**src/rtl/core/fbpa_pkg.sv**
```systemverilog
// ----------------------------------------------------------------------------
// fbpa_pkg
// Shared types and constants of the fixed block pool allocator.
// ----------------------------------------------------------------------------
package fbpa_pkg;

   // Default pool depth in blocks.
   localparam int MAX_BLOCKS_DEFAULT = 256;

   // Field widths.
   localparam int ADDR_W  = 32;
   localparam int SIZE_W  = 16;
   localparam int COUNT_W = 9;
   localparam int OP_W    = 2;
   localparam int STAT_W  = 3;
   localparam int CSR_W   = 2;
   localparam int DATA_W  = 32;

   // Operation codes.
   localparam logic [OP_W-1:0] OP_CREATE  = 2'd0;
   localparam logic [OP_W-1:0] OP_DELETE  = 2'd1;
   localparam logic [OP_W-1:0] OP_ALLOC   = 2'd2;
   localparam logic [OP_W-1:0] OP_RELEASE = 2'd3;

   // Status codes.
   localparam logic [STAT_W-1:0] ST_OK      = 3'd0;
   localparam logic [STAT_W-1:0] ST_FAULT   = 3'd1;
   localparam logic [STAT_W-1:0] ST_UNREADY = 3'd2;
   localparam logic [STAT_W-1:0] ST_EMPTY   = 3'd3;
   localparam logic [STAT_W-1:0] ST_FULL    = 3'd4;
   localparam logic [STAT_W-1:0] ST_BADADDR = 3'd5;

   // Configuration register indexes.
   localparam logic [CSR_W-1:0] CSR_POOL_BASE   = 2'd0;
   localparam logic [CSR_W-1:0] CSR_BLOCK_SIZE  = 2'd1;
   localparam logic [CSR_W-1:0] CSR_BLOCK_COUNT = 2'd2;

   // Register reset values.
   localparam logic [ADDR_W-1:0]  POOL_BASE_RESET   = 32'd0;
   localparam logic [SIZE_W-1:0]  BLOCK_SIZE_RESET  = 16'd4;
   localparam logic [COUNT_W-1:0] BLOCK_COUNT_RESET = 9'd1;

   // Sequencer states.
   typedef enum logic [2:0] {
      S_IDLE,
      S_EXEC,
      S_FILL,
      S_RDWAIT,
      S_MUL,
      S_DIV,
      S_DONE
   } state_type;

   // Results of the divider.
   typedef struct packed {
      logic              done;
      logic [ADDR_W-1:0] quotient;
      logic [SIZE_W-1:0] remainder;
   } div_result_type;

endpackage

```
**src/rtl/core/fbpa_ram.sv**
```systemverilog
// ----------------------------------------------------------------------------
// fbpa_ram
// Generic single-write, single-read RAM with a registered read port.
// ----------------------------------------------------------------------------
module fbpa_ram #(
   parameter int WIDTH = 8,
   parameter int DEPTH = 256
) (
   input  logic                     clock,
   input  logic                     wr_en,
   input  logic [$clog2(DEPTH)-1:0] wr_addr,
   input  logic [WIDTH-1:0]         wr_data,
   input  logic                     rd_en,
   input  logic [$clog2(DEPTH)-1:0] rd_addr,
   output logic [WIDTH-1:0]         rd_data
);

   logic [WIDTH-1:0] mem [DEPTH];
   logic [WIDTH-1:0] rd_data_ff;

   always_ff @(posedge clock) begin
      if (wr_en) begin
         mem[wr_addr] <= wr_data;
      end
      if (rd_en) begin
         rd_data_ff <= mem[rd_addr];
      end
   end

   assign rd_data = rd_data_ff;

endmodule

```
**src/rtl/core/fbpa_div.sv**
```systemverilog
// ----------------------------------------------------------------------------
// fbpa_div
// Restoring divider, one quotient bit per cycle.
// ----------------------------------------------------------------------------
module fbpa_div (
   input  logic                          clock,
   input  logic                          reset,
   input  logic                          start,
   input  logic [fbpa_pkg::ADDR_W-1:0]   dividend,
   input  logic [fbpa_pkg::SIZE_W-1:0]   divisor,
   output fbpa_pkg::div_result_type      result
);

   localparam int STEPS = fbpa_pkg::ADDR_W;
   localparam int CNT_W = $clog2(STEPS);

   logic                        busy_ff, busy_in;
   logic                        done_ff, done_in;
   logic [CNT_W-1:0]            count_ff, count_in;
   logic [fbpa_pkg::ADDR_W-1:0] quot_ff, quot_in;
   logic [fbpa_pkg::SIZE_W-1:0] rem_ff, rem_in;
   logic [fbpa_pkg::SIZE_W-1:0] divisor_ff, divisor_in;
   logic [fbpa_pkg::SIZE_W:0]   trial;
   logic                        take;

   // The partial remainder always stays below the divisor, so one
   // compare and subtract settles each quotient bit.
   assign trial = {rem_ff, quot_ff[fbpa_pkg::ADDR_W-1]};
   assign take  = trial >= {1'b0, divisor_ff};

   always_comb begin
      busy_in    = busy_ff;
      done_in    = 1'b0;
      count_in   = count_ff;
      quot_in    = quot_ff;
      rem_in     = rem_ff;
      divisor_in = divisor_ff;
      if (start) begin
         busy_in    = 1'b1;
         count_in   = '0;
         quot_in    = dividend;
         rem_in     = '0;
         divisor_in = divisor;
      end else if (busy_ff) begin
         quot_in = {quot_ff[fbpa_pkg::ADDR_W-2:0], take};
         if (take) begin
            rem_in = fbpa_pkg::SIZE_W'(trial - {1'b0, divisor_ff});
         end else begin
            rem_in = trial[fbpa_pkg::SIZE_W-1:0];
         end
         count_in = count_ff + CNT_W'(1);
         if (count_ff == CNT_W'(STEPS - 1)) begin
            busy_in = 1'b0;
            done_in = 1'b1;
         end
      end
   end

   always_ff @(posedge clock) begin
      if (reset) begin
         busy_ff  <= 1'b0;
         done_ff  <= 1'b0;
         count_ff <= '0;
      end else begin
         busy_ff  <= busy_in;
         done_ff  <= done_in;
         count_ff <= count_in;
      end
      quot_ff    <= quot_in;
      rem_ff     <= rem_in;
      divisor_ff <= divisor_in;
   end

   assign result.done      = done_ff;
   assign result.quotient  = quot_ff;
   assign result.remainder = rem_ff;

endmodule

```
**src/rtl/core/fixed_block_pool_allocator.sv**
```systemverilog
// ----------------------------------------------------------------------------
// fixed_block_pool_allocator
// Pool of equal-sized blocks with a circular FIFO of free block indices.
// ----------------------------------------------------------------------------
//
//   Channel  Direction  Handshake           Payload
//   req      in         req_valid/stall     op, release_address
//   rsp      out        rsp_valid/stall     status, block_address, blocks_free
//   csr      in         csr_write_enable    csr_index, csr_write_data
//
// Sequencing: one item at a time. Delete, refused and faulting items go
// from execute straight to done. Allocate reads the queue RAM, then
// multiplies, then adds. Create makes one fill write a cycle into the
// queue RAM. Release runs the restoring divider, one quotient bit a cycle.
// Reset: synchronous and active high; it clears the pool to not ready and
// loads the register defaults. The queue RAM is not cleared, since create
// writes every entry that is later read.
// Stalls: the result register holds an item until it is taken; the next
// item is accepted meanwhile, and its result waits in the sequencer.
//
module fixed_block_pool_allocator #(
   parameter int MAX_BLOCKS = fbpa_pkg::MAX_BLOCKS_DEFAULT
) (
   input  logic                           clock,
   input  logic                           reset,
   // Request channel.
   input  logic                           req_valid,
   output logic                           req_stall,
   input  logic [fbpa_pkg::OP_W-1:0]      req_op,
   input  logic [fbpa_pkg::ADDR_W-1:0]    req_release_address,
   // Response channel.
   output logic                           rsp_valid,
   input  logic                           rsp_stall,
   output logic [fbpa_pkg::STAT_W-1:0]    rsp_status,
   output logic [fbpa_pkg::ADDR_W-1:0]    rsp_block_address,
   output logic [fbpa_pkg::COUNT_W-1:0]   rsp_blocks_free,
   // Configuration port.
   input  logic                           csr_write_enable,
   input  logic [fbpa_pkg::CSR_W-1:0]     csr_index,
   input  logic [fbpa_pkg::DATA_W-1:0]    csr_write_data
);

   // Index and pointer width of the free queue, and product width.
   localparam int IW = $clog2(MAX_BLOCKS);
   localparam int PW = IW + fbpa_pkg::SIZE_W;
   localparam int CW = fbpa_pkg::COUNT_W;

   // Configuration registers.
   logic [fbpa_pkg::ADDR_W-1:0] pool_base_ff;
   logic [fbpa_pkg::SIZE_W-1:0] block_size_ff;
   logic [CW-1:0]               block_count_ff;

   // Pool state.
   fbpa_pkg::state_type         state_ff, state_in;
   logic                        ready_ff, ready_in;
   logic [IW-1:0]               head_ff, head_in;
   logic [IW-1:0]               tail_ff, tail_in;
   logic [CW-1:0]               free_count_ff, free_count_in;
   logic [fbpa_pkg::ADDR_W-1:0] lat_base_ff, lat_base_in;
   logic [fbpa_pkg::SIZE_W-1:0] lat_size_ff, lat_size_in;
   logic [CW-1:0]               lat_count_ff, lat_count_in;

   // Item in flight.
   logic [fbpa_pkg::OP_W-1:0]   op_ff, op_in;
   logic [fbpa_pkg::ADDR_W-1:0] addr_ff, addr_in;
   logic [IW-1:0]               fill_ff, fill_in;
   logic [PW-1:0]               prod_ff, prod_in;
   logic [fbpa_pkg::STAT_W-1:0] status_ff, status_in;
   logic [fbpa_pkg::ADDR_W-1:0] baddr_ff, baddr_in;

   // Result register.
   logic                        rsp_valid_ff, rsp_valid_in;
   logic [fbpa_pkg::STAT_W-1:0] rsp_status_ff, rsp_status_in;
   logic [fbpa_pkg::ADDR_W-1:0] rsp_addr_ff, rsp_addr_in;
   logic [CW-1:0]               rsp_free_ff, rsp_free_in;

   // Queue RAM and divider hookup.
   logic                        ram_wr_en;
   logic [IW-1:0]               ram_wr_addr;
   logic [IW-1:0]               ram_wr_data;
   logic                        ram_rd_en;
   logic [IW-1:0]               ram_rd_data;
   logic                        div_start;
   logic [fbpa_pkg::ADDR_W-1:0] div_dividend;
   fbpa_pkg::div_result_type    div_res;

   // Create saturates the requested count to the queue depth.
   logic [CW-1:0]               create_count;
   logic                        req_accept;
   logic                        rsp_free_slot;

   assign create_count = (32'(block_count_ff) > 32'(MAX_BLOCKS)) ?
                         CW'(MAX_BLOCKS) : block_count_ff;
   assign req_accept    = req_valid && !req_stall;
   assign rsp_free_slot = !rsp_valid_ff || !rsp_stall;

   // Wrap a queue pointer at the queue depth, which need not be a power of two.
   function automatic logic [IW-1:0] next_slot(input logic [IW-1:0] p);
      if (32'(p) == 32'(MAX_BLOCKS - 1)) begin
         return '0;
      end
      return p + IW'(1);
   endfunction

   fbpa_ram #(
      .WIDTH (IW),
      .DEPTH (MAX_BLOCKS)
   ) u_queue (
      .clock   (clock),
      .wr_en   (ram_wr_en),
      .wr_addr (ram_wr_addr),
      .wr_data (ram_wr_data),
      .rd_en   (ram_rd_en),
      .rd_addr (head_ff),
      .rd_data (ram_rd_data)
   );

   fbpa_div u_div (
      .clock    (clock),
      .reset    (reset),
      .start    (div_start),
      .dividend (div_dividend),
      .divisor  (lat_size_ff),
      .result   (div_res)
   );

   // Configuration writes. An index past the list is ignored.
   always_ff @(posedge clock) begin
      if (reset) begin
         pool_base_ff   <= fbpa_pkg::POOL_BASE_RESET;
         block_size_ff  <= fbpa_pkg::BLOCK_SIZE_RESET;
         block_count_ff <= fbpa_pkg::BLOCK_COUNT_RESET;
      end else if (csr_write_enable) begin
         case (csr_index)
            fbpa_pkg::CSR_POOL_BASE: begin
               pool_base_ff <= csr_write_data;
            end
            fbpa_pkg::CSR_BLOCK_SIZE: begin
               block_size_ff <= csr_write_data[fbpa_pkg::SIZE_W-1:0];
            end
            fbpa_pkg::CSR_BLOCK_COUNT: begin
               block_count_ff <= csr_write_data[CW-1:0];
            end
            default: begin
            end
         endcase
      end
   end

   // Sequencer: next state, pool updates and result staging.
   always_comb begin
      state_in      = state_ff;
      ready_in      = ready_ff;
      head_in       = head_ff;
      tail_in       = tail_ff;
      free_count_in = free_count_ff;
      lat_base_in   = lat_base_ff;
      lat_size_in   = lat_size_ff;
      lat_count_in  = lat_count_ff;
      op_in         = op_ff;
      addr_in       = addr_ff;
      fill_in       = fill_ff;
      prod_in       = prod_ff;
      status_in     = status_ff;
      baddr_in      = baddr_ff;
      rsp_valid_in  = rsp_valid_ff && rsp_stall;
      rsp_status_in = rsp_status_ff;
      rsp_addr_in   = rsp_addr_ff;
      rsp_free_in   = rsp_free_ff;
      ram_wr_en     = 1'b0;
      ram_wr_addr   = fill_ff;
      ram_wr_data   = IW'(lat_count_ff - CW'(1) - CW'(fill_ff));
      ram_rd_en     = 1'b0;
      div_start     = 1'b0;
      div_dividend  = addr_ff - lat_base_ff;
      req_stall     = 1'b1;

      case (state_ff)
         fbpa_pkg::S_IDLE: begin
            req_stall = 1'b0;
            if (req_accept) begin
               op_in    = req_op;
               addr_in  = req_release_address;
               state_in = fbpa_pkg::S_EXEC;
            end
         end

         fbpa_pkg::S_EXEC: begin
            status_in = fbpa_pkg::ST_OK;
            baddr_in  = '0;
            state_in  = fbpa_pkg::S_DONE;
            if (op_ff == fbpa_pkg::OP_CREATE) begin
               if (ready_ff || create_count == '0 || block_size_ff == '0) begin
                  status_in = fbpa_pkg::ST_FAULT;
               end else begin
                  lat_base_in  = pool_base_ff;
                  lat_size_in  = block_size_ff;
                  lat_count_in = create_count;
                  fill_in      = '0;
                  state_in     = fbpa_pkg::S_FILL;
               end
            end else if (!ready_ff) begin
               status_in = fbpa_pkg::ST_UNREADY;
            end else if (op_ff == fbpa_pkg::OP_DELETE) begin
               if (free_count_ff == lat_count_ff) begin
                  ready_in      = 1'b0;
                  head_in       = '0;
                  tail_in       = '0;
                  free_count_in = '0;
                  lat_base_in   = '0;
                  lat_size_in   = '0;
                  lat_count_in  = '0;
               end else begin
                  status_in = fbpa_pkg::ST_FAULT;
               end
            end else if (op_ff == fbpa_pkg::OP_ALLOC) begin
               if (free_count_ff == '0) begin
                  status_in = fbpa_pkg::ST_EMPTY;
               end else begin
                  ram_rd_en = 1'b1;
                  state_in  = fbpa_pkg::S_RDWAIT;
               end
            end else begin
               // Release: the full check comes ahead of the address checks.
               if (free_count_ff >= lat_count_ff) begin
                  status_in = fbpa_pkg::ST_FULL;
               end else if (addr_ff < lat_base_ff) begin
                  status_in = fbpa_pkg::ST_BADADDR;
               end else begin
                  div_start = 1'b1;
                  state_in  = fbpa_pkg::S_DIV;
               end
            end
         end

         fbpa_pkg::S_FILL: begin
            // Entry i gets block count - 1 - i, so the last block leads.
            ram_wr_en = 1'b1;
            fill_in   = fill_ff + IW'(1);
            if (32'(fill_ff) == 32'(lat_count_ff) - 32'd1) begin
               head_in       = '0;
               tail_in       = (32'(lat_count_ff) == 32'(MAX_BLOCKS)) ?
                               '0 : IW'(lat_count_ff);
               free_count_in = lat_count_ff;
               ready_in      = 1'b1;
               state_in      = fbpa_pkg::S_DONE;
            end
         end

         fbpa_pkg::S_RDWAIT: begin
            prod_in  = PW'(ram_rd_data) * PW'(lat_size_ff);
            state_in = fbpa_pkg::S_MUL;
         end

         fbpa_pkg::S_MUL: begin
            baddr_in      = lat_base_ff + fbpa_pkg::ADDR_W'(prod_ff);
            head_in       = next_slot(head_ff);
            free_count_in = free_count_ff - CW'(1);
            state_in      = fbpa_pkg::S_DONE;
         end

         fbpa_pkg::S_DIV: begin
            if (div_res.done) begin
               state_in = fbpa_pkg::S_DONE;
               if (div_res.quotient >= 32'(lat_count_ff) ||
                   div_res.remainder != '0) begin
                  status_in = fbpa_pkg::ST_BADADDR;
               end else begin
                  ram_wr_en     = 1'b1;
                  ram_wr_addr   = tail_ff;
                  ram_wr_data   = IW'(div_res.quotient);
                  tail_in       = next_slot(tail_ff);
                  free_count_in = free_count_ff + CW'(1);
               end
            end
         end

         fbpa_pkg::S_DONE: begin
            // The result leaves once the output register is free.
            if (rsp_free_slot) begin
               rsp_valid_in  = 1'b1;
               rsp_status_in = status_ff;
               rsp_addr_in   = baddr_ff;
               rsp_free_in   = free_count_ff;
               state_in      = fbpa_pkg::S_IDLE;
            end
         end

         default: begin
            state_in = fbpa_pkg::S_IDLE;
         end
      endcase
   end

   always_ff @(posedge clock) begin
      if (reset) begin
         state_ff      <= fbpa_pkg::S_IDLE;
         ready_ff      <= 1'b0;
         head_ff       <= '0;
         tail_ff       <= '0;
         free_count_ff <= '0;
         lat_base_ff   <= '0;
         lat_size_ff   <= '0;
         lat_count_ff  <= '0;
         rsp_valid_ff  <= 1'b0;
      end else begin
         state_ff      <= state_in;
         ready_ff      <= ready_in;
         head_ff       <= head_in;
         tail_ff       <= tail_in;
         free_count_ff <= free_count_in;
         lat_base_ff   <= lat_base_in;
         lat_size_ff   <= lat_size_in;
         lat_count_ff  <= lat_count_in;
         rsp_valid_ff  <= rsp_valid_in;
      end
      op_ff         <= op_in;
      addr_ff       <= addr_in;
      fill_ff       <= fill_in;
      prod_ff       <= prod_in;
      status_ff     <= status_in;
      baddr_ff      <= baddr_in;
      rsp_status_ff <= rsp_status_in;
      rsp_addr_ff   <= rsp_addr_in;
      rsp_free_ff   <= rsp_free_in;
   end

   assign rsp_valid         = rsp_valid_ff;
   assign rsp_status        = rsp_status_ff;
   assign rsp_block_address = rsp_addr_ff;
   assign rsp_blocks_free   = rsp_free_ff;

   // A live pool never holds more free blocks than it was created with.
   assert property (@(posedge clock) disable iff (reset)
      ready_ff |-> free_count_ff <= lat_count_ff)
      else $error("free count above pool size");

   // Without a pool there are no free blocks to hand out.
   assert property (@(posedge clock) disable iff (reset)
      !ready_ff |-> free_count_ff == '0)
      else $error("free blocks while pool not ready");

   // The divider only finishes while a release waits on it.
   assert property (@(posedge clock) disable iff (reset)
      div_res.done |-> state_ff == fbpa_pkg::S_DIV)
      else $error("divider result outside release");

   // A staged result goes out in the next cycle whenever the output is free.
   assert property (@(posedge clock) disable iff (reset)
      (state_ff == fbpa_pkg::S_DONE && rsp_free_slot) |=>
      (rsp_valid_ff && state_ff == fbpa_pkg::S_IDLE))
      else $error("staged result not delivered");

endmodule

```
**config.mk**
```make
export PLATFORM = sky130hd
export DESIGN_NAME = fixed_block_pool_allocator
export DESIGN_NICKNAME = d
export VERILOG_FILES = /design/src/rtl/core/fbpa_pkg.sv /design/src/rtl/core/fbpa_ram.sv /design/src/rtl/core/fbpa_div.sv /design/src/rtl/core/fixed_block_pool_allocator.sv
export SDC_FILE = /design/constraint.sdc
export NUM_CORES = 2
export LEC_CHECK = 0
export BUFFER_PORTS_ARGS = -buffer_cell sky130_fd_sc_hd__buf_2
export CAP_MARGIN = 20
export CORE_UTILIZATION = 55
export DETAILED_ROUTE_END_ITERATION = 10
export PLACE_DENSITY = 0.72
export SLEW_MARGIN = 20
export SYNTH_ARGS = -nofsm -noshare
export SYNTH_HDL_FRONTEND = slang
export SYNTH_HIERARCHICAL = 1
export SYNTH_SLANG_ARGS = --single-unit
```
**constraint.sdc**
```tcl
create_clock -name clock -period 34 [get_ports clock]
set_clock_uncertainty 0.05 [all_clocks]
set_input_delay 10.2 -clock clock [delete_from_list [all_inputs] [get_ports clock]]
set_output_delay 10.2 -clock clock [all_outputs]
set_load 0.01 [all_outputs]
```
==> impl_metrics.ini <==
[global_routing]
grtUsageTotal_pct = 26.9
use_met1_pct = 36.2
grt_pass1_wl_um = 370000
top_usage_layer = met2
overflow = 0
use_met3_pct = 5.02
grt_pass1_vias = 56500
grt_max_degree = 217
antenna_found_initial = 9
grt_use_met2_pct = 43.1

[cells_and_area]
synthToLayoutAreaGrowth_pct = 10.1
nets = 6599
drive_gt1_share_pct = 17.2

[clock_tree]
numClockSinks = 2416
htree_num_levels = 4
postCtsSetupBuffers = 0
cts_buffer_depth = 3
clock_latency_ns = 0.92
path_clk_slew_ns = 0.06
cts_buffers = 228
root_buffer = clkbuf_16
cts_tree = yes
ctsResizeCount = 0
cts_hold_buf = 0

[drt]
wl_per_cell_um = 28.2
drtIter0Drc = 6916
first_pass_iters = 8
routed_wl_um = 253000
via_per_inst = 6.38
drcViolationCount = 0
via_count = 57200
ant_nets = 0

[yosys]
ys_async_sr_fraction_pct = 0
syn-cell-area_um2 = 103000
syn_inst = 6179
synth_top_cell_by_area = edfxtp_1
ys_ff_latch = 2416
synth_flop_cell = edfxtp_1
synth_edf_count = 2249
syn-num-nets = 6495
synth_top_area_share_pct = 65.8
syn_area_per_cell_um2 = 16.6
ys_seq_area_share_pct = 69.0
synthTopCellsByArea = edfxtp_1, mux4_2, dfxtp_1, ha_1, fa_1
synth_common_cells = edfxtp_1, mux4_2, nor2_1
yosys_warnings = 6
netlist-cell-type-count = 95
synth.most_common_cell = edfxtp_1

[sta]
finalSetupViolCount = 0
setup_slack_ns = 21.66
setup_tns_ns = 0
finalHoldViolations = 0
period_needed_ns = 12.34
max_freq_mhz = 81.0
rsz0062_at_grt = false
tightest_slew_ns = 1.23
period_share_pct = 36.3
slew_headroom_pct = 16.1
drv_slew = 0

[flow_run]
maxCapViolCount = 0

[worst_setup_path]
max_stage_delay_ns = 0.56
crit_arrival_ns = 2.09
cp_cell_sequence = or3_1 -> buf_2
path_depth = 2
crit_buf_inv = 1
endpoint_kind = output pin
crit_type = register to output pin
slowest_stage = or3_1
worst_setup_path_start_kind = register
cp_top_family = simple AND/OR/NAND/NOR gates
reg2reg_depth = 9
required_ns = 23.75
worstPathMaxFanout = 17

[hold_path]
whs_path_depth = 0
holdCritPathClass = register to register

[floorplanning]
start_util_pct = 55.4
num_io_pins = 119
core-area_um2 = 185000
die_w_um = 434
fp-row-count = 158
die_h_um = 434
die_area_um2 = 188000

[pwr]
p_comb_share_pct = 18.3
internal-power_mw = 5.48
leakage_nw = 36.0
clockPowerShare_pct = 33.4
switching_share_pct = 27.7
ir_worst_vdd_mv = 0.0565
p_sw_mw = 2.09
p_per_area_nw_per_um2 = 67.0
seq_power_share_pct = 48.3

[placement]
place_congestion = 0.923
dp_hpwl_um = 156000
io_buffer_count = 118
place_ws_ns = 21.66

[outcome]
status = completed
[area by class of cell]
type	count	area [um^2]
fill	13300	72400
inverter	213	800
timing repair buffer	209	1430
clock buffer	288	6050
sequential	2416	70900
multi-input combinational	3215	29300
clock inverter	141	1480
antenna	8	20.0
tap	2480	3100
[state kept, by name, indices dropped and copies added (netlist names), 9 cells and up]
name,count
free_count_ff,9
lat_size_ff,16
addr_ff,32
rsp_block_address,32
prod_ff,24
u_div/divisor_ff,16
u_div/quot_ff,32
lat_base_ff,32
lat_count_ff,9
block_size_ff,16
baddr_ff,32
u_div/rem_ff,16
rsp_blocks_free,9
block_count_ff,9
pool_base_ff,32
u_queue/mem,2048
[placed cells by master (no fill, tap or decap), types with 17 or more instances in the layout]
cell type,Yosys,final
mux4_2,454,454
clkinv_2,0,38
and2_1,121,121
a311oi_1,17,17
o21a_1,31,31
edfxtp_1,2249,2249
mux2i_1,150,150
nor2b_1,48,45
o21ai_0,96,88
a211oi_1,31,31
fa_1,89,89
nor4_1,42,40
xor2_1,28,28
o22ai_1,37,37
a22oi_1,133,133
xnor2_1,64,64
nand2_1,302,301
dfxtp_1,167,162
a21oi_1,335,335
clkbuf_16,0,230
clkinv_1,2,55
ha_1,154,154
nor2_1,427,423
nand3_1,147,144
nand2b_1,30,30
and3_1,27,26
a21o_1,46,46
nand4_1,24,24
o211ai_1,19,19
clkbuf_1,189,50
mux2_2,39,37
nor3_1,59,59
buf_2,41,117
buf_4,32,81
inv_1,211,211
o221ai_1,51,51
bufinv_16,0,18
[power by group through the flow]
stage          logic (mW)  clock network, mW  registers (mW)
6_report             1.39               2.53            3.66
5_1_grt              1.48               2.67            3.66
3_3_place_gp         1.34                  0            3.72
2_1_floorplan        1.01                  0            3.83
3_5_place_dp         1.37                  0            3.72
4_1_cts              1.38               2.56            3.66
[routing by layer]
metal	share of wire, %	vias to the layer above
li1	-	24500
met2	48	2969
met1	38	29200
met4	4.5	8
met3	9.1	532
met5	0.039	-
[worst reg2reg max path, delay by kind of cell, from the launching register on]
kind	cells	cell delay (ns)
AO/OA/AOI/OAI	1	0.84
buffers and inverters	2	0.79
flip-flops	1	0.64
AND/OR/NAND/NOR	6	3.60
[final timing paths]
path / start / to / slack, ns
setup / recovery: state_ff[0]$_SDFFE_PP0P_ / req_stall / 21.66
hold reg to reg: baddr_ff[15]$_SDFFCE_PN0P_ / rsp_block_address[15]$_DFFE_PP_ / 0.37
hold / removal: baddr_ff[15]$_SDFFCE_PN0P_ / rsp_block_address[15]$_DFFE_PP_ / 0.37
setup reg to reg: state_ff[1]$_SDFFE_PP0P_ / u_queue/mem[38][6]$_DFFE_PP_ / 27.73
[stage by stage]
stage	util, %	power, mW	instance area, um^2	hold WS [ns]	cells
CTS	60.9	7.59	113000	0.370	8958
finish	61.0	7.57	113000	0.369	8970
global placement	56.8	5.05	105000	0.356	8529
detailed placement	56.8	5.09	105000	0.355	8529
floorplan	-	4.83	103000	0.350	6179
global route	61.0	7.82	113000	0.371	8963
[logic make-up (layout without fill, tap and decap cells)]
logic type | Yosys count | after routing | share of synthesized area (%)
buf+inv | 548 | 851 | 2.62
compound gates | 931 | 931 | 6.01
other cells | 0 | 8 | 0
mux | 645 | 645 | 11.9
xor+xnor | 92 | 92 | 0.785
fa+ha+maj | 243 | 243 | 3.61
simple gates | 1304 | 1304 | 6.03
flops | 2416 | 2416 | 69.0
Power figures use the tool's default switching activity.
